`config.mk`:
```
export PLATFORM = sky130hd
export DESIGN_NAME = bpc_back
export DESIGN_NICKNAME = d
export VERILOG_FILES = /design/src/hdl/bpc_pkg.sv /design/src/hdl/bpc_back.sv
export SDC_FILE = /design/constraint.sdc
export NUM_CORES = 2
export LEC_CHECK = 0
export BUFFER_PORTS_ARGS = -buffer_cell sky130_fd_sc_hd__buf_4
export CORE_MARGIN = 5
export CORE_UTILIZATION = 30
export DETAILED_ROUTE_END_ITERATION = 10
export PLACE_DENSITY = 0.46
export SKIP_LAST_GASP = 1
export SYNTH_ARGS = -nofsm -noshare
export SYNTH_HDL_FRONTEND = slang
export SYNTH_SLANG_ARGS = --single-unit
```
`constraint.sdc`:
```
create_clock -name clock -period 9.46 [get_ports clock]
set_input_delay 0.946 -clock clock [delete_from_list [all_inputs] [get_ports clock]]
set_output_delay 0.946 -clock clock [all_outputs]
set_load 0.05 [all_outputs]
```
`src/hdl/bpc_pkg.sv`:
```
// Package for the barometric pressure compensation block.
// Transaction types, trim set, pipeline constants and arithmetic helpers.
// No dependencies.
package bpc_pkg;

   localparam int TRIM_W     = 48;
   localparam int CSR_IDX_W  = 2;
   localparam int FRONT_DEPTH = 8;
   localparam int DIV_STAGES  = 32;
   localparam int BACK_DEPTH  = 3;
   localparam int PIPE_DEPTH  = FRONT_DEPTH + DIV_STAGES + BACK_DEPTH;

   localparam logic [CSR_IDX_W-1:0] CSR_TEMP_TRIM    = 2'd0;
   localparam logic [CSR_IDX_W-1:0] CSR_PRESS_TRIM_A = 2'd1;
   localparam logic [CSR_IDX_W-1:0] CSR_PRESS_TRIM_B = 2'd2;
   localparam logic [CSR_IDX_W-1:0] CSR_PRESS_TRIM_C = 2'd3;

   localparam logic [31:0] TEMP_OFFSET = 32'd64000;
   localparam logic [31:0] PRESS_FULL  = 32'd1048576;
   localparam logic [31:0] PRESS_SCALE = 32'd3125;
   localparam logic [31:0] SIGN_BIT    = 32'h8000_0000;
   localparam logic [31:0] DIG_ONE     = 32'd32768;

   typedef struct packed {
      logic [19:0] raw_pressure;
      logic [19:0] raw_temperature;
   } req_type;

   typedef struct packed {
      logic [31:0]        pressure_pa;
      logic signed [31:0] temp_fine;
      logic               valid_res;
   } rsp_type;

   typedef struct packed {
      logic [TRIM_W-1:0] temp_trim;
      logic [TRIM_W-1:0] press_trim_a;
      logic [TRIM_W-1:0] press_trim_b;
      logic [TRIM_W-1:0] press_trim_c;
   } trims_type;

   typedef struct packed {
      logic [31:0] fine;
      logic        ok;
      logic        dbl;
   } tag_type;

   function automatic logic [31:0] sra32(logic [31:0] x, logic [4:0] n);
      sra32 = $unsigned($signed(x) >>> n);
   endfunction

   function automatic logic [31:0] mul32(logic [31:0] a, logic [31:0] b);
      logic [63:0] prod;
      prod = a * b;
      mul32 = prod[31:0];
   endfunction

   function automatic logic [31:0] sx16(logic [15:0] w);
      sx16 = {{16{w[15]}}, w};
   endfunction

   function automatic logic [31:0] zx16(logic [15:0] w);
      zx16 = {16'd0, w};
   endfunction

endpackage

```
`src/hdl/bpc_back.sv`:
```
// Back pipeline: nonlinear pressure correction and result register.
// Depends on bpc_pkg.
module bpc_back (
   input  logic               clock,
   input  logic               reset,
   input  logic               in_vld,
   input  logic [31:0]        in_quo,
   input  bpc_pkg::tag_type   in_tag,
   input  bpc_pkg::trims_type trims,
   output logic               out_vld,
   output bpc_pkg::rsp_type   out_data
);

   logic [bpc_pkg::BACK_DEPTH-1:0] vld_ff;
   logic [31:0] p7, p8, p9, p_in, corr_in;
   logic [31:0] p1_ff, q1_ff, m1_ff;
   logic [31:0] p2_ff, m2_ff, b2_ff;
   bpc_pkg::tag_type tag1_ff, tag2_ff;
   bpc_pkg::rsp_type res_ff;

   assign p7 = bpc_pkg::sx16(trims.press_trim_c[15:0]);
   assign p8 = bpc_pkg::sx16(trims.press_trim_c[31:16]);
   assign p9 = bpc_pkg::sx16(trims.press_trim_c[47:32]);

   assign p_in    = in_tag.dbl ? {in_quo[30:0], 1'b0} : in_quo;
   assign corr_in = bpc_pkg::sra32(
                       bpc_pkg::sra32(m2_ff, 5'd12) + b2_ff + p7, 5'd4);

   always_ff @(posedge clock) begin
      if (reset) begin
         vld_ff <= '0;
      end else begin
         vld_ff <= {vld_ff[bpc_pkg::BACK_DEPTH-2:0], in_vld};
      end
   end

   always_ff @(posedge clock) begin
      p1_ff   <= p_in;
      q1_ff   <= bpc_pkg::mul32(p_in >> 3, p_in >> 3) >> 13;
      m1_ff   <= bpc_pkg::mul32(p_in >> 2, p8);
      tag1_ff <= in_tag;

      p2_ff   <= p1_ff;
      m2_ff   <= bpc_pkg::mul32(p9, q1_ff);
      b2_ff   <= bpc_pkg::sra32(m1_ff, 5'd13);
      tag2_ff <= tag1_ff;

      res_ff.pressure_pa <= tag2_ff.ok ? (p2_ff + corr_in) : 32'd0;
      res_ff.temp_fine   <= $signed(tag2_ff.fine);
      res_ff.valid_res   <= tag2_ff.ok;
   end

   assign out_vld  = vld_ff[bpc_pkg::BACK_DEPTH-1];
   assign out_data = res_ff;

endmodule

```
# Yosys cells after proc, flatten, opt, wreduce, memory -nomap -nowiden
# Cells that the tools add are included.
# word_totals
latch_bits	0
mem_bits_ro	0
mem_count	0
regBits	300
wordCells	22
ram_bits	0
# op_classes
n_lt_le_gt_ge	0
eq_ne	0
div_mod_pow	0
bitwise_logic	0
add_sub_neg	3
reduce_logical	0
n_mux	1
shift	0
multipliers	3
# ops
op	n
$add 32x32->32	2
$mul 29x29->32	1
$mul 30x32->32	1
$mul 32x19->32	1
$mux 32	1
$add 20x19->21	1

# Longest topological paths before layout
# logic_depth
ltp_word	3
ltp_mapped	34
mapped_depth_nobuf	33

# Least setup slack after synthesis
# No wires, ideal clock.
# synth_timing
kind	input-to-reg
from	in in_tag[0] (netlist bit)
to	reg q1_ff[18]
setup_time_ps	72
arrival_time_ps	8953
path_stages	32
setup_slack_ps	435
path_cell_list	buf_4 > buf_4 > buf_2 > buf_2 > mux2i_1 > inv_1 > clkbuf_1 > nand2_1 > inv_1 > fa_1 > fa_1 > fa_1 > inv_1 > fa_1 > inv_1 > fa_1 > inv_1 > fa_1 > inv_1 > fa_1 > fa_1 > ha_1 > a21o_1 > a21o_1 > a21o_1 > a21oi_1 > a211o_1 > o211ai_1 > a2111oi_0 > o31ai_1 > a21oi_1 > xnor2_1
# synth_between
elab_chain_len	2
# synth_lines
element	line	text
start: declaration	bpc_back.sv:8	input bpc_pkg::tag_type in_tag,
$mux 32	bpc_back.sv:25	assign p_in = in_tag.dbl ? {in_quo[30:0], 1'b0} : in_quo;
$mul 29x29->32	bpc_pkg.sv:54	prod = a * b;
end signal: assignment	bpc_back.sv:39	q1_ff <= bpc_pkg::mul32(p_in >> 3, p_in >> 3) >> 13;
end: declaration	bpc_back.sv:16	logic [31:0] p1_ff, q1_ff, m1_ff;
# No other way between the ends.
# A chain may end at the register's enable or synchronous reset.

# Worst setup path in the final report
# layout_timing
from	in in_tag[0] (netlist bit)
to	reg m1_ff[26]
# layout_between
elab_chain_len	2
# layout_lines
element	line	text
$mux 32	bpc_back.sv:25	
$mul 30x32->32	bpc_pkg.sv:54	
end signal: assignment	bpc_back.sv:40	m1_ff <= bpc_pkg::mul32(p_in >> 2, p8);
end: declaration	bpc_back.sv:16	
# No other way between the ends.

==> results.sh <==
export IMPL_yosysTopAreaCell="fa_1"
export IMPL_drcViolationCount=0
export IMPL_cts_tree="done"
export IMPL_ys_flop_type="dfxtp_1"
export IMPL_cts_root_buffer="clkbuf_16"
export IMPL_h_tree_depth=2
export IMPL_reg2reg_slack_ns=2.31
export IMPL_setup_viol=0
export IMPL_synthArstFlopShare_pct=0
export IMPL_die_x_um=396
export IMPL_synthDistinctLibCells=71
export IMPL_wl_per_cell_um=18.5
export IMPL_max_stage_delay_ns=0.60
export IMPL_vias_per_cell=4.43
export IMPL_coreArea_um2=148000
export IMPL_grt_max_degree=34
export IMPL_hold_path_class="flip-flop to flip-flop"
export IMPL_finClkSkew_ns=0.0219
export IMPL_status="complete, no violations"
export IMPL_cts_resized=0
export IMPL_slew_headroom_pct=36.1
export IMPL_max_freq_ghz=0.114
export IMPL_boundaryPins=327
export IMPL_wl_um=124000
export IMPL_fillers=15200
export IMPL_worstRegToRegCells=31
export IMPL_cp_end_kind="flip-flop"
export IMPL_worstReg2RegStart="b2_ff[0]"
export IMPL_finalCriticalPeriod_ns=8.77
export IMPL_startpoint="in_tag[0]"
export IMPL_yosys_warnings=0
export IMPL_cp_common_cell="fa_1"
export IMPL_tns_ns=0
export IMPL_synth_cells=4613
export IMPL_synth_edf_count=0
export IMPL_synth_area_per_cell_um2=9.71
export IMPL_die_area_um2=157000
export IMPL_ys_top_cells_by_area="fa_1 (46%), dfxtp_1 (12%), ha_1 (11%)"
export IMPL_seqCellArea_um2=5510
export IMPL_crit_arrival_ns=9.24
export IMPL_grtUsageTotal_pct=16.4
export IMPL_cts_sinks=275
export IMPL_cts_buffers=34
export IMPL_syn_cell_area_um2=44800
export IMPL_clk_pin_slew_ns=0.06
export IMPL_cp_required_ns=9.93
export IMPL_vias=29700
export IMPL_drt_initial_drc_count=1268
export IMPL_syn2layout_area_growth_pct=11.2
export IMPL_drv_cap=0
export IMPL_holdBufCountCts=0
export IMPL_layout_common_cells="inv_1 (1107), fa_1 (1021), nand2_1 (513)"
export IMPL_grt_pass1_vias=33800
export IMPL_placementRows=141
export IMPL_tightest_slew_ns=0.957
export IMPL_ys_seq_elements=275
export IMPL_grt_pass1_wl_um=199000
export IMPL_clk_latency_ns=0.55
export IMPL_hold_violations=0
export IMPL_fin_crit_sh_pct=92.7
export IMPL_crit_type="primary input to flip-flop"
export IMPL_cts_max_path_buffers=3
export IMPL_hold_start="tag1_ff[30]"
export IMPL_overflow=0
export IMPL_startpoint_type="primary input"
export IMPL_path_max_fanout=22
export IMPL_slowest_stage="mux2i_2"
export IMPL_start_util_pct=30.3
export IMPL_ys_seq_area_share_pct=12.3
export IMPL_portBuffers=182
export IMPL_synth_fp_nets=6271
export IMPL_utilization_pct=33.6
export IMPL_drv_slew=0
export IMPL_drive_above_1_share_pct=7.02
export IMPL_dr_pass1_iters=5
export IMPL_gp_congestion=0.814
export IMPL_dp_hpwl_um=102000
export IMPL_rsz0062_at_grt="no"
export IMPL_yosysTopAreaCellShare_pct=45.6
export IMPL_layout_commonest_cell="inv_1"
export IMPL_cts_setup_buffers=0
export IMPL_fin_nets=6404
export IMPL_r2r_end="out_data[62]"
export IMPL_antenna_found_initial=4
export IMPL_ant_nets=0
export IMPL_crit_path_end="m1_ff[26]"
export IMPL_multi_input_area_um2=34500
export IMPL_die_y_um=396
worst min path at each step:
stage | endpoint | slack [ns] | cells past startpoint
3_5_place_dp | b2_ff[13] | 0.31 | 0
5_1_grt | out_data[14] | 0.32 | 0
4_1_cts | tag2_ff[30] | 0.32 | 0
3_3_place_gp | tag2_ff[15] | 0.31 | 0
6_report | tag2_ff[30] | 0.32 | 0
2_1_floorplan | b2_ff[0] | 0.31 | 0
kinds of logic after synthesis:
group	synth area share (%)
fa+ha+maj	56.2
buf+inv	10.7
flops	12.3
mux	0.782
xor+xnor	3.74
simple gates	12.6
compound gates	3.74
worst max-delay path: cells and delay by family:
family | cells | cell delay (ns)
buffers and inverters | 7 | 1.21
AOI/OAI and AO/OA | 7 | 1.97
and+or+nand+nor | 3 | 0.65
adders and majority gates | 9 | 3.66
xor gates and xnor gates | 1 | 0.16
muxes | 1 | 0.60
cell type report:
type / instances / share of cell area, %
antenna: 2 / 0.0101
clock buffer: 41 / 1.88
clock inverter: 20 / 0.606
inverter: 1112 / 8.38
multi-input combinational: 3069 / 69.3
sequential: 275 / 11.1
tap: 1930 / 4.85
timing repair buffer: 254 / 3.91
registers in the layout, summed over array words and instances (netlist names):
name	flops
p2_ff	32
q1_ff	19
b2_ff	19
tag1_ff	33
tag2_ff	33
p1_ff	32
m2_ff	20
m1_ff	19
vld_ff	3
out_data	65
cells in the mapped netlist, drive strengths merged (4+ instances only):
cell type  instances
o22ai             12
a21oi             75
and2             361
nand2            513
nand3             21
o21ai             42
buf               11
o21bai             8
nor2             210
a21boi             4
dfxtp            275
a31oi              4
mux2i             30
clkinv             4
nor3              20
a211o              4
xnor2            149
nand4              7
fa              1021
a21o              36
a211oi            10
or3                7
ha               376
and3              12
o31ai              5
nand2b             9
inv             1108
clkbuf           146
o21a              22
a311oi             5
nor2b             27
xor2              42
and4               4
metrics by stage:
| step | hold slack [ns] | cell area (um2) | worst slack, ns | std cells |
|---|---|---|---|---|
| 2_1_floorplan | 0.310 | 44800 | 0.435 | 4613 |
| 3_3_place_gp | 0.310 | 48500 | 0.247 | 6640 |
| 3_5_place_dp | 0.312 | 48500 | 0.157 | 6640 |
| 4_1_cts | 0.316 | 49800 | 0.705 | 6701 |
| 5_1_grt | 0.322 | 49800 | 0.362 | 6701 |
| 6_report | 0.319 | 49800 | 0.694 | 6703 |
routing by layer:
layer  wire length, um  up-vias  GRT usage [%]
met1             55500    15300           22.1
li1                  -    13800              -
met4              3510        0           4.05
met5                 0        -              0
met2             60200      476           28.4
met3              5000      129           1.94
Power is not shown: default switching activity piles up to over one toggle a cycle in this logic, so the estimate is an artifact.
